--- src/design/assert_macros.svh ---
// Assertion macros used by the top-level design file.
`ifndef ASSERT_MACROS_SVH
`define ASSERT_MACROS_SVH

// Same-cycle implication, disabled while reset is held.
`define ASSERT_SAME(label, clk, rstn, ante, cons) \
    label: assert property (@(posedge clk) disable iff (!(rstn)) (ante) |-> (cons)) \
        else $error("assertion failed");

// Next-cycle implication, disabled while reset is held.
`define ASSERT_NEXT(label, clk, rstn, ante, cons) \
    label: assert property (@(posedge clk) disable iff (!(rstn)) (ante) |=> (cons)) \
        else $error("assertion failed");

`endif

--- src/design/mnt_esc_pkg.sv ---
// Types, character codes and helper functions of the mount unit name escaper.
package mnt_esc_pkg;

    typedef struct packed {
        logic [7:0] char_in;
        logic       end_of_path;
    } in_item_t;

    typedef struct packed {
        logic [7:0] char_out;
        logic       last_out;
    } out_item_t;

    localparam int NUM_STEPS = 13;

    typedef logic [3:0]           step_t;
    typedef logic [NUM_STEPS-1:0] step_mask_t;

    // Output steps of one job, in emission order.
    localparam step_t STEP_DASH  = 4'd0;
    localparam step_t STEP_CHAR  = 4'd1;
    localparam step_t STEP_BSL   = 4'd2;
    localparam step_t STEP_X     = 4'd3;
    localparam step_t STEP_HI    = 4'd4;
    localparam step_t STEP_LO    = 4'd5;
    localparam step_t STEP_SDASH = 4'd6;
    localparam step_t STEP_SFX0  = 4'd7;
    localparam step_t STEP_SFX1  = 4'd8;
    localparam step_t STEP_SFX2  = 4'd9;
    localparam step_t STEP_SFX3  = 4'd10;
    localparam step_t STEP_SFX4  = 4'd11;
    localparam step_t STEP_SFX5  = 4'd12;

    // A job: which output steps to run, and the byte that they refer to.
    typedef struct packed {
        step_mask_t steps;
        logic [7:0] ch;
    } job_t;

    localparam logic [7:0] CHAR_SLASH      = 8'h2f;
    localparam logic [7:0] CHAR_DOT        = 8'h2e;
    localparam logic [7:0] CHAR_DASH       = 8'h2d;
    localparam logic [7:0] CHAR_BACKSLASH  = 8'h5c;
    localparam logic [7:0] CHAR_X          = 8'h78;
    localparam logic [7:0] CHAR_UNDERSCORE = 8'h5f;
    localparam logic [7:0] CHAR_M          = 8'h6d;
    localparam logic [7:0] CHAR_O          = 8'h6f;
    localparam logic [7:0] CHAR_U          = 8'h75;
    localparam logic [7:0] CHAR_N          = 8'h6e;
    localparam logic [7:0] CHAR_T          = 8'h74;
    localparam logic [7:0] CHAR_ZERO       = 8'h30;
    localparam logic [7:0] HEX_ALPHA_BASE  = 8'h57;

    function automatic logic [7:0] hex_digit(input logic [3:0] v);
        return (v <= 4'd9) ? (CHAR_ZERO + {4'd0, v}) : (HEX_ALPHA_BASE + {4'd0, v});
    endfunction

    function automatic logic passes(input logic [7:0] c);
        return (c >= 8'h61 && c <= 8'h7a) || (c >= 8'h41 && c <= 8'h5a) ||
               (c >= 8'h30 && c <= 8'h39) || (c == CHAR_UNDERSCORE);
    endfunction

endpackage

--- src/design/mnt_esc_front.sv ---
// Front end: tracks slash state per path and turns each request that yields output into a job.
module mnt_esc_front (
    input  logic                  aclk,
    input  logic                  aresetn,
    input  logic                  accept,
    input  mnt_esc_pkg::in_item_t item,
    output logic                  push,
    output mnt_esc_pkg::job_t     job
);
    import mnt_esc_pkg::*;

    logic prev_slash_reg, prev_slash_next;
    logic dash_pend_reg, dash_pend_next;
    logic at_first_reg, at_first_next;
    logic only_slash_reg, only_slash_next;
    logic is_slash;
    logic pass_char;

    assign is_slash  = (item.char_in == CHAR_SLASH);
    assign pass_char = ((item.char_in == CHAR_DOT) && !at_first_reg) || passes(item.char_in);

    always_comb begin
        prev_slash_next = prev_slash_reg;
        dash_pend_next  = dash_pend_reg;
        at_first_next   = at_first_reg;
        only_slash_next = only_slash_reg;
        job.steps       = '0;
        job.ch          = item.char_in;

        if (is_slash) begin
            if (!prev_slash_reg) begin
                if (at_first_reg) begin
                    at_first_next = 1'b0;
                end else begin
                    dash_pend_next = 1'b1;
                end
            end
            prev_slash_next = 1'b1;
        end else begin
            job.steps[STEP_DASH] = dash_pend_reg;
            if (pass_char) begin
                job.steps[STEP_CHAR] = 1'b1;
            end else begin
                job.steps[STEP_BSL] = 1'b1;
                job.steps[STEP_X]   = 1'b1;
                job.steps[STEP_HI]  = 1'b1;
                job.steps[STEP_LO]  = 1'b1;
            end
            dash_pend_next  = 1'b0;
            at_first_next   = 1'b0;
            only_slash_next = 1'b0;
            prev_slash_next = 1'b0;
        end

        if (item.end_of_path) begin
            // When the final byte is a slash, a pending dash came from a trailing slash and is dropped.
            job.steps[STEP_SDASH] = only_slash_reg && is_slash;
            job.steps[STEP_SFX0]  = 1'b1;
            job.steps[STEP_SFX1]  = 1'b1;
            job.steps[STEP_SFX2]  = 1'b1;
            job.steps[STEP_SFX3]  = 1'b1;
            job.steps[STEP_SFX4]  = 1'b1;
            job.steps[STEP_SFX5]  = 1'b1;
            prev_slash_next = 1'b0;
            dash_pend_next  = 1'b0;
            at_first_next   = 1'b1;
            only_slash_next = 1'b1;
        end
    end

    assign push = accept && (!is_slash || item.end_of_path);

    always_ff @(posedge aclk) begin
        if (!aresetn) begin
            prev_slash_reg <= 1'b0;
            dash_pend_reg  <= 1'b0;
            at_first_reg   <= 1'b1;
            only_slash_reg <= 1'b1;
        end else if (accept) begin
            prev_slash_reg <= prev_slash_next;
            dash_pend_reg  <= dash_pend_next;
            at_first_reg   <= at_first_next;
            only_slash_reg <= only_slash_next;
        end
    end

endmodule

--- src/design/mnt_esc_queue.sv ---
// Short job queue between the front end and the back end.
module mnt_esc_queue #(
    parameter int DEPTH = 2
) (
    input  logic                                aclk,
    input  logic                                aresetn,
    input  logic                                push,
    input  mnt_esc_pkg::job_t                   push_job,
    input  logic                                pop,
    output mnt_esc_pkg::job_t                   head_job,
    output logic                                full,
    output logic [$clog2(DEPTH+1)-1:0]          count
);
    import mnt_esc_pkg::*;

    localparam int PTR_W = (DEPTH > 1) ? $clog2(DEPTH) : 1;
    localparam int CNT_W = $clog2(DEPTH + 1);

    job_t              slots_reg [DEPTH];
    logic [PTR_W-1:0]  wr_ptr_reg, wr_ptr_next;
    logic [PTR_W-1:0]  rd_ptr_reg, rd_ptr_next;
    logic [CNT_W-1:0]  count_reg, count_next;

    assign full     = (count_reg == CNT_W'(DEPTH));
    assign count    = count_reg;
    assign head_job = slots_reg[rd_ptr_reg];

    always_comb begin
        wr_ptr_next = wr_ptr_reg;
        rd_ptr_next = rd_ptr_reg;
        count_next  = count_reg;
        if (push) begin
            wr_ptr_next = (wr_ptr_reg == PTR_W'(DEPTH - 1)) ? '0 : wr_ptr_reg + 1'b1;
        end
        if (pop) begin
            rd_ptr_next = (rd_ptr_reg == PTR_W'(DEPTH - 1)) ? '0 : rd_ptr_reg + 1'b1;
        end
        if (push && !pop) begin
            count_next = count_reg + 1'b1;
        end else if (pop && !push) begin
            count_next = count_reg - 1'b1;
        end
    end

    always_ff @(posedge aclk) begin
        if (!aresetn) begin
            wr_ptr_reg <= '0;
            rd_ptr_reg <= '0;
            count_reg  <= '0;
        end else begin
            wr_ptr_reg <= wr_ptr_next;
            rd_ptr_reg <= rd_ptr_next;
            count_reg  <= count_next;
        end
    end

    always_ff @(posedge aclk) begin
        if (push) begin
            slots_reg[wr_ptr_reg] <= push_job;
        end
    end

endmodule

--- src/design/mnt_esc_back.sv ---
// Back end: walks the steps of each job and drives one output byte per cycle while m_ready does not stall it.
module mnt_esc_back (
    input  logic                   aclk,
    input  logic                   aresetn,
    input  logic                   q_nonempty,
    input  mnt_esc_pkg::job_t      head_job,
    output logic                   pop,
    output logic                   busy,
    output logic                   m_valid,
    input  logic                   m_ready,
    output mnt_esc_pkg::out_item_t m_data
);
    import mnt_esc_pkg::*;

    job_t      job_reg;
    step_t     step_reg;
    logic      have_reg;
    logic      m_valid_reg;
    out_item_t m_data_reg;

    logic      out_free;
    logic      emit;
    logic      nxt_found;
    step_t     nxt_step;
    logic      first_found;
    step_t     first_step;
    logic      finishing;
    logic [7:0] step_byte;

    // Lowest present step above the given one, or the lowest at all.
    function automatic logic [4:0] next_in_mask(input step_mask_t mask, input step_t cur,
                                                 input logic from_start);
        logic  found;
        step_t pick;
        found = 1'b0;
        pick  = '0;
        for (int i = 0; i < NUM_STEPS; i++) begin
            if (!found && mask[i] && (from_start || (step_t'(i) > cur))) begin
                found = 1'b1;
                pick  = step_t'(i);
            end
        end
        return {found, pick};
    endfunction

    assign {nxt_found, nxt_step}     = next_in_mask(job_reg.steps, step_reg, 1'b0);
    assign {first_found, first_step} = next_in_mask(head_job.steps, STEP_DASH, 1'b1);

    assign out_free  = !m_valid_reg || m_ready;
    assign emit      = have_reg && out_free;
    assign finishing = emit && !nxt_found;
    assign pop       = q_nonempty && first_found && (!have_reg || finishing);

    always_comb begin
        case (step_reg)
            STEP_DASH:  step_byte = CHAR_DASH;
            STEP_CHAR:  step_byte = job_reg.ch;
            STEP_BSL:   step_byte = CHAR_BACKSLASH;
            STEP_X:     step_byte = CHAR_X;
            STEP_HI:    step_byte = hex_digit(job_reg.ch[7:4]);
            STEP_LO:    step_byte = hex_digit(job_reg.ch[3:0]);
            STEP_SDASH: step_byte = CHAR_DASH;
            STEP_SFX0:  step_byte = CHAR_DOT;
            STEP_SFX1:  step_byte = CHAR_M;
            STEP_SFX2:  step_byte = CHAR_O;
            STEP_SFX3:  step_byte = CHAR_U;
            STEP_SFX4:  step_byte = CHAR_N;
            STEP_SFX5:  step_byte = CHAR_T;
            default:    step_byte = CHAR_DASH;
        endcase
    end

    always_ff @(posedge aclk) begin
        if (!aresetn) begin
            have_reg    <= 1'b0;
            m_valid_reg <= 1'b0;
        end else begin
            if (pop) begin
                have_reg <= 1'b1;
            end else if (finishing) begin
                have_reg <= 1'b0;
            end
            if (emit) begin
                m_valid_reg <= 1'b1;
            end else if (m_ready) begin
                m_valid_reg <= 1'b0;
            end
        end
    end

    always_ff @(posedge aclk) begin
        if (pop) begin
            job_reg  <= head_job;
            step_reg <= first_step;
        end else if (emit && nxt_found) begin
            step_reg <= nxt_step;
        end
        if (emit) begin
            m_data_reg.char_out <= step_byte;
            m_data_reg.last_out <= (step_reg == STEP_SFX5);
        end
    end

    assign busy    = have_reg;
    assign m_valid = m_valid_reg;
    assign m_data  = m_data_reg;

endmodule

--- src/design/mount_unit_name_escaper.sv ---
// Top level of the mount unit name escaper: front end, job queue and back end.
//
//   Channel   Direction  Signals                     Carries
//   s_        in         s_valid, s_ready, s_data    one path byte and its end flag
//   m_        out        m_valid, m_ready, m_data    one unit name byte and its last flag
//
// A request makes a job of one to eleven output bytes, unless it is a slash that
// is not the final byte, which makes no job and costs no back end time.
// The back end emits one byte per cycle while m_ready does not stall it: one for a plain
// byte, four for an escaped one and up to eleven for a job with the suffix.
// Reset is synchronous and active low; it clears the path state, queue and output valid flag.
// A stalled m_ready holds the output byte and fills the queue, after which s_ready falls.
module mount_unit_name_escaper #(
    parameter int QUEUE_DEPTH = 2
) (
    input  logic                   aclk,
    input  logic                   aresetn,
    input  logic                   s_valid,
    output logic                   s_ready,
    input  mnt_esc_pkg::in_item_t  s_data,
    output logic                   m_valid,
    input  logic                   m_ready,
    output mnt_esc_pkg::out_item_t m_data
);
    import mnt_esc_pkg::*;

    `include "assert_macros.svh"

    localparam int CNT_W = $clog2(QUEUE_DEPTH + 1);

    logic             s_accept;
    logic             push;
    job_t             push_job;
    logic             pop;
    job_t             head_job;
    logic             q_full;
    logic [CNT_W-1:0] q_count;
    logic             back_busy;

    assign s_ready  = !q_full;
    assign s_accept = s_valid && s_ready;

    // The front end classifies each request and updates the per-path state.
    mnt_esc_front u_front (
        .aclk    (aclk),
        .aresetn (aresetn),
        .accept  (s_accept),
        .item    (s_data),
        .push    (push),
        .job     (push_job)
    );

    // The queue lets the front end run ahead while the back end expands a job.
    mnt_esc_queue #(
        .DEPTH (QUEUE_DEPTH)
    ) u_queue (
        .aclk     (aclk),
        .aresetn  (aresetn),
        .push     (push),
        .push_job (push_job),
        .pop      (pop),
        .head_job (head_job),
        .full     (q_full),
        .count    (q_count)
    );

    // The back end turns each job into bytes through the output register.
    mnt_esc_back u_back (
        .aclk       (aclk),
        .aresetn    (aresetn),
        .q_nonempty (q_count != '0),
        .head_job   (head_job),
        .pop        (pop),
        .busy       (back_busy),
        .m_valid    (m_valid),
        .m_ready    (m_ready),
        .m_data     (m_data)
    );

    // The closing byte of every unit name is the 't' of the suffix.
    `ASSERT_SAME(a_last_is_t, aclk, aresetn, m_valid && m_data.last_out, m_data.char_out == CHAR_T)
    // A request that yields output always leaves a job waiting in the queue.
    `ASSERT_NEXT(a_job_queued, aclk, aresetn, s_accept && (s_data.char_in != CHAR_SLASH), q_count != '0)
    // While a job waits in the queue, the back end is always busy in the next cycle.
    `ASSERT_NEXT(a_back_pulls, aclk, aresetn, q_count != '0, back_busy)

endmodule
--- config.mk ---
export PLATFORM = sky130hd
export DESIGN_NAME = mount_unit_name_escaper
export DESIGN_NICKNAME = d
export VERILOG_FILES = /design/src/design/mnt_esc_pkg.sv /design/src/design/mnt_esc_front.sv /design/src/design/mnt_esc_queue.sv /design/src/design/mnt_esc_back.sv /design/src/design/mount_unit_name_escaper.sv
export VERILOG_INCLUDE_DIRS = /design/src /design/src/design
export SDC_FILE = /design/constraint.sdc
export NUM_CORES = 1
export LEC_CHECK = 0
export BUFFER_PORTS_ARGS = -buffer_cell sky130_fd_sc_hd__buf_2
export CAP_MARGIN = 30
export CORE_UTILIZATION = 65
export CTS_BUF_LIST = sky130_fd_sc_hd__clkbuf_4
export DETAILED_ROUTE_END_ITERATION = 6
export PLACE_DENSITY = 0.92
export SYNTH_ARGS = -nofsm -noshare
export SYNTH_HDL_FRONTEND = slang
export SYNTH_SLANG_ARGS = --single-unit
--- constraint.sdc ---
create_clock -name aclk -period 3.5 [get_ports aclk]
set_input_delay 0.7 -clock aclk [delete_from_list [all_inputs] [get_ports aclk]]
set_output_delay 0.7 -clock aclk [all_outputs]
set_load 0.05 [all_outputs]
Word-level counts from Yosys, hierarchy flattened
Memory sizes are Yosys's and may differ from the RTL's. A register that Yosys moved wholly into a read port is not among the register bits.
Index checks and enable logic that the tools add are counted.
{"block": "totals", "n_memories": 1, "inputBits": 13, "ff_bits": 44, "wordCells": 242, "ramBits": 42}
{"block": "classes", "order_cmp": 21, "reduce_logical": 98, "n_eq_ne": 18, "addsub": 8, "mux": 82}
{"memory": "u_queue.slots_reg", "words": 2, "width": 21, "rd": 1, "rd_ports_with_merged_regs": 1, "write_ports": 1, "line": "mnt_esc_queue.sv:19", "text": "job_t slots_reg [DEPTH];"}
{"cell": "$mux 4", "count": 25}
{"cell": "$pmux 8 s11", "count": 1}
{"cell": "$logic_and 1x1->1", "count": 51}
{"cell": "$mux 1", "count": 50}
{"cell": "$logic_not 1->1", "count": 32}
{"cell": "$eq 4x4->1 const B", "count": 5}
{"cell": "$gt 4x4->1 const A", "count": 5}
{"cell": "$add 7x4->8 const A", "count": 2}
{"cell": "$eq 8x6->1 const B", "count": 2}
{"cell": "$ge 8x7->1 const B", "count": 2}
{"cell": "$gt 3x4->1 const A", "count": 4}
{"cell": "$le 8x7->1 const B", "count": 2}
{"cell": "$mux 8", "count": 2}
{"cell": "$add 6x4->7 const A", "count": 2}
{"cell": "$eq 4x3->1 const B", "count": 3}
{"cell": "$reduce_bool 2->1", "count": 5}
{"cell": "$eq 4x2->1 const B", "count": 2}
{"cell": "$eq 8x7->1 const B", "count": 1}
{"cell": "$ge 8x6->1 const B", "count": 1}
{"cell": "$gt 1x4->1 const A", "count": 2}
{"cell": "$gt 2x4->1 const A", "count": 2}
{"cell": "$le 4x4->1 const B", "count": 2}
{"cell": "$le 8x6->1 const B", "count": 1}
{"cell": "$logic_or 1x1->1", "count": 7}
{"cell": "other kinds (12)", "count": 16}

Depth between registers and ports, before layout
{"block": "depth", "ltp_word": 58, "ltp_mapped": 9}

Hierarchy
From an unflattened synthesis, not the netlist that was laid out.
{"block": "unflattened", "hier_cells": 343, "hier_area_um2": 4240.3}
{"module": "mnt_esc_back", "seq_area_each_um2": 1031.0, "cells_each": 200, "area_each_um2": 2089.5, "n_inst": 1}
{"module": "mnt_esc_queue", "seq_area_each_um2": 1361.3, "cells_each": 86, "area_each_um2": 1722.9, "n_inst": 1}
{"module": "mnt_esc_front", "seq_area_each_um2": 80.1, "cells_each": 54, "area_each_um2": 411.6, "n_inst": 1}
{"module": "mount_unit_name_escaper", "seq_area_each_um2": 0.0, "cells_each": 3, "area_each_um2": 16.3, "n_inst": 1}

Worst setup path before layout
OpenSTA, ideal clock, no wires.
{"block": "synth_timing", "kind": "register to register", "startpoint": "register u_queue.count_reg[0] (netlist: u_queue.count[0])", "endpoint": "memory u_queue.slots_reg[0][0] in the netlist's numbering, enable pin", "synth_period_minus_slack_ns": 2.333, "setup_slack_ns": 1.167, "n_path_buf": 0, "arrival_time_ns": 1.947, "t_required_ns": 3.115, "setup_ns": 0.385, "path_stages_with_launch": 5, "path_cell_list": "dfxtp_1 > nand2b_1 > nand2_1 > a21oi_1 > nor2b_1"}
{"block": "synth_via", "elab_chain_cells": 6}
{"element": "start, declared", "line": "mnt_esc_queue.sv:22", "text": "logic [CNT_W-1:0] count_reg, count_next;"}
{"element": "start signal, assigned", "line": "mnt_esc_queue.sv:53", "text": "count_reg <= count_next;"}
{"element": "$eq 2x2->1", "line": "mnt_esc_queue.sv:24", "text": "assign full = (count_reg == CNT_W'(DEPTH));"}
{"element": "$logic_not 1->1", "line": "mount_unit_name_escaper.sv:40", "text": "assign s_ready = !q_full;"}
{"element": "net s_ready", "line": "mount_unit_name_escaper.sv:19", "text": "output logic s_ready,"}
{"element": "$logic_and 1x1->1", "line": "mount_unit_name_escaper.sv:41", "text": "assign s_accept = s_valid && s_ready;"}
{"element": "$logic_and 1x1->1", "line": "mnt_esc_front.sv:71", "text": "assign push = accept && (!is_slash || item.end_of_path);"}
{"element": "net push", "line": "mount_unit_name_escaper.sv:32", "text": "logic push;"}
{"element": "$mux 1", "line": "mnt_esc_queue.sv:58", "text": "if (push) begin"}
{"element": "$mux 1 (not written as such)", "line": "mnt_esc_queue.sv:59", "text": "slots_reg[wr_ptr_reg] <= push_job;"}
{"element": "end, declared", "line": "mnt_esc_queue.sv:19"}
The timed path passes the listed nets, and every way through them passes these cells.

Worst setup path after layout
{"block": "layout_timing", "startpoint": "register u_back.step_reg[2]", "endpoint": "register u_queue.count_reg[1] (netlist: u_queue.count[1])"}
{"block": "layout_via", "elab_chain_cells": 58, "word_cells_on_any_way": 72, "cone_classes": "order compare (13); mux (14); reduce/logical (45)"}
{"element": "start, declared", "line": "mnt_esc_back.sv:16", "text": "step_t step_reg;"}
{"element": "start signal, assigned", "line": "mnt_esc_back.sv:94", "text": "step_reg <= first_step;"}
{"element": "start signal, assigned", "line": "mnt_esc_back.sv:96", "text": "step_reg <= nxt_step;"}
{"element": "$gt 1x4->1", "line": "mnt_esc_back.sv:38", "text": "if (!found && mask[i] && (from_start || (step_t'(i) > cur))) begin"}
{"element": "$logic_and 1x1->1", "line": "mnt_esc_back.sv:38"}
{"element": "$mux 1", "line": "mnt_esc_back.sv:38"}
{"element": "$logic_not 1->1", "line": "mnt_esc_back.sv:38"}
{"element": "$logic_and 1x1->1 (2 in a row)", "line": "mnt_esc_back.sv:38"}
{"element": "$mux 1", "line": "mnt_esc_back.sv:38"}
{"element": "$logic_not 1->1", "line": "mnt_esc_back.sv:38"}
{"element": "$logic_and 1x1->1 (2 in a row)", "line": "mnt_esc_back.sv:38"}
{"element": "[40 not listed]"}
{"element": "$mux 1 *", "line": "mnt_esc_back.sv:38"}
{"element": "$logic_not 1->1 *", "line": "mnt_esc_back.sv:51", "text": "assign finishing = emit && !nxt_found;"}
{"element": "$logic_and 1x1->1 *", "line": "mnt_esc_back.sv:51"}
{"element": "$logic_or 1x1->1 *", "line": "mnt_esc_back.sv:52", "text": "assign pop = q_nonempty && first_found && (!have_reg || finishing);"}
{"element": "$logic_and 1x1->1 *", "line": "mnt_esc_back.sv:52"}
{"element": "$logic_not 1->1", "line": "mnt_esc_queue.sv:38", "text": "if (push && !pop) begin"}
{"element": "$logic_and 1x1->1", "line": "mnt_esc_queue.sv:38"}
{"element": "$mux 2 / $reduce_bool 2->1 (equally long branches)"}
Mark *: on every way between the ends. The rest lies on a longest branch, timed or not.
A chain may end at the register's enable or synchronous reset.

==> metrics <==
number of diodes=0; Inserted Clock Buffers=9; maximum number of pins on one net before global-route repair=29; ANT nets after route=0; Largest register FFs=26; final setup TNS=0 ps; number of global-route vias before repair=2143; Worst VDD drop=0.000518 V; critical path launch point type=flop; Max-Cap Viols=0; Core ar.=~4500 sq um; Root Driver=clkbuf_4; Min-Delay Path Class=reg -> reg; Clk pin slew, worst setup/hold paths=100 ps; utilization after layout=between 70% and 80%; end point of the critical path=u_queue.count[1]; CP Data Required Time=about 3800 ps; Post-Route WL=5.79 mm; Synth top area share=48.8%; clk buf depth=2; final hold viol count=0; buffers inserted by post-CTS timing repair=0; worst setup path start=u_back.step_reg[2]; reg2reg start=u_back.step_reg[2]; CTS tree=yes; Tcrit/Tclk final=78.7%; Die ar.=5110 sq um; Synth top cells by count=51 x edfxtp_1, 29 x nor2_1, 19 x o21ai_0, 17 x nand2_1, 16 x a21oi_1; nets=~330; Chip Width=71.5 um; share of layout cells above drive strength 1=about a fifth; GP Congestion=0.888; Yosys top cell by area=edfxtp_1; Global Route Usage Sum=about 25%; TritonRoute pass-1 iters=5; IO buf count=23; Reg-to-Reg End=u_queue.count[1]; final non-filler cell total=368; cell area after synthesis=3140 sq um; Distinct cells, synth=57; row cnt=24; RSZ-0062 raised after global routing=false; clock period minus final worst setup slack=2760 ps; Worst Path Max Fanout=28; Least-Margin Pin Slew=817 ps; H-tree depth=3; Post-synth top flop=edfxtp_1; Initial DRC Count=between 300 and 400; Async SR Flop Fraction=0%; highest clock rate=0.363 GHz; hold path start=u_front.only_slash_reg; dpl ws=778 ps; sequential area share after synthesis=a little under three fifths; top-count cell post-synth=edfxtp_1; relative slew slack=44.1%; status=completed; Area Growth Syn to Fin=9.37%; final max-slew violation count=0; fillers=between 200 and 300; CTS sink cnt=62; die height=around 70 um; CP Data Arrival Time=~3100 ps; # placed instances=352; syn avg cell area=11.0 sq um; Synth warnings=0; Setup crit end kind=flop; cells on worst reg2reg path=7; Ports=24; post_cts resized=0; post-synthesis register bit count=62; WL/cell=~16 um; Remaining Overflow, GRT=0; drt drc=0; power per cell area=933 nW/um^2; Worst Skew=18.4 ps; Initial Util=69.6%; Syn Inst Count=285; flop-to-flop setup slack=740 ps; Final Worst Setup Slack=744 ps; Vias/cell=6.21; syn_nets=just over 300; hpwl dp=4.04 mm; Crit Path Category=reg -> reg; Clock Latency Late Sink=400 ps; Post-CTS Hold Buffers=0; setup violators final=0; EDFF count, synth=51; initial antenna violation count=0; routed via count=roughly 2.3k; first-pass GRT wire length=9.53 mm; P_leak=1.29 nW; Synth area leaders=edfxtp_1 49%, dfxtp_1 7.0%, mux2_2 3.9%
per-layer routing:
layer | track usage [%] | wire, um | part of all wire, % | vias up
met5 | 0 | 0 | 0 | -
met1 | 30.3 | 2400 | 42 | 1072
li1 | - | - | - | 1108
met3 | 5.34 | 343 | 5.9 | 13
met2 | 41.8 | 2920 | 51 | 94
met4 | 12.6 | 117 | 2.0 | 0
area by class of cell:
| cell class | count | area [sq um] | share of cell area [%] |
|---|---|---|---|
| tap | 52 | 65.1 | 1.90 |
| inverter | 16 | 62.6 | 1.82 |
| clock buffer | 11 | 82.6 | 2.41 |
| clock inverter | 5 | 51.3 | 1.50 |
| timing repair buffer | 28 | 156 | 4.56 |
| multi-input combinational | 194 | 1260 | 36.8 |
| sequential | 62 | 1750 | 51.1 |
critical path, cell delays in order, from the launching register on:
cell	delay, ps
edfxtp_1	890
nand2_1	160
a21o_1	230
a21oi_1	310
nand3_4	190
ha_1	360
or3_1	350
a21boi_0	190
report_power, final:
part / leakage, nW / internal (mW) / switching, mW
Clock: 0.0743 / 0.229 / 0.251
Combinational: 0.647 / 0.525 / 0.891
Sequential: 0.570 / 1.10 / 0.200
cell usage in the layout, fill, tap and decap left out, drive strengths merged, types with 2 or more instances in the layout:
| cell | instances |
|---|---|
| and2 | 4 |
| o311ai | 3 |
| nor3 | 7 |
| o21ai | 19 |
| a21o | 2 |
| nand4b | 2 |
| o211ai | 3 |
| nor3b | 2 |
| nand2b | 8 |
| dfxtp | 11 |
| a22oi | 4 |
| mux2 | 12 |
| clkinv | 3 |
| or2 | 3 |
| a21boi | 3 |
| xnor2 | 2 |
| nand2 | 17 |
| xor2 | 2 |
| nand3 | 10 |
| buf | 28 |
| clkbuf | 11 |
| ha | 5 |
| nor2 | 29 |
| a31oi | 7 |
| edfxtp | 51 |
| and3 | 2 |
| mux2i | 4 |
| o21a | 3 |
| nor2b | 6 |
| inv | 16 |
| a21oi | 16 |
| o21bai | 2 |
logic make-up (layout without fill, tap and decap cells):
| family | count (synthesis) | after routing | synth area share (%) |
|---|---|---|---|
| AND/OR/NAND/NOR | 94 | 94 | 15.8 |
| AO/OA/AOI/OAI | 75 | 75 | 15.6 |
| flip-flops | 62 | 62 | 55.8 |
| buffers and inverters | 29 | 60 | 3.95 |
| multiplexers | 16 | 16 | 5.70 |
| adder cells (fa/ha/maj) | 5 | 5 | 1.99 |
| XOR/XNOR | 4 | 4 | 1.12 |
per-stage QoR:
step	hold slack [ps]	total power, mW	cell area [sq um]
final	494	3.20	3430
after CTS	497	3.19	3430
after detailed placement	479	2.71	3300
after floorplan	429	2.40	3140
after global placement	446	2.66	3290
after global routing	516	3.40	3430
worst min path at each step:
stage,cells after the start,slack (ps),end
after floorplan,2,430,u_front.dash_pend_reg
after global placement,2,450,u_front.dash_pend_reg
after detailed placement,2,480,u_front.dash_pend_reg
after CTS,2,500,u_front.only_slash_reg
after global routing,2,520,u_front.only_slash_reg
final,2,490,u_front.only_slash_reg
(Power assumes the default switching activity.)
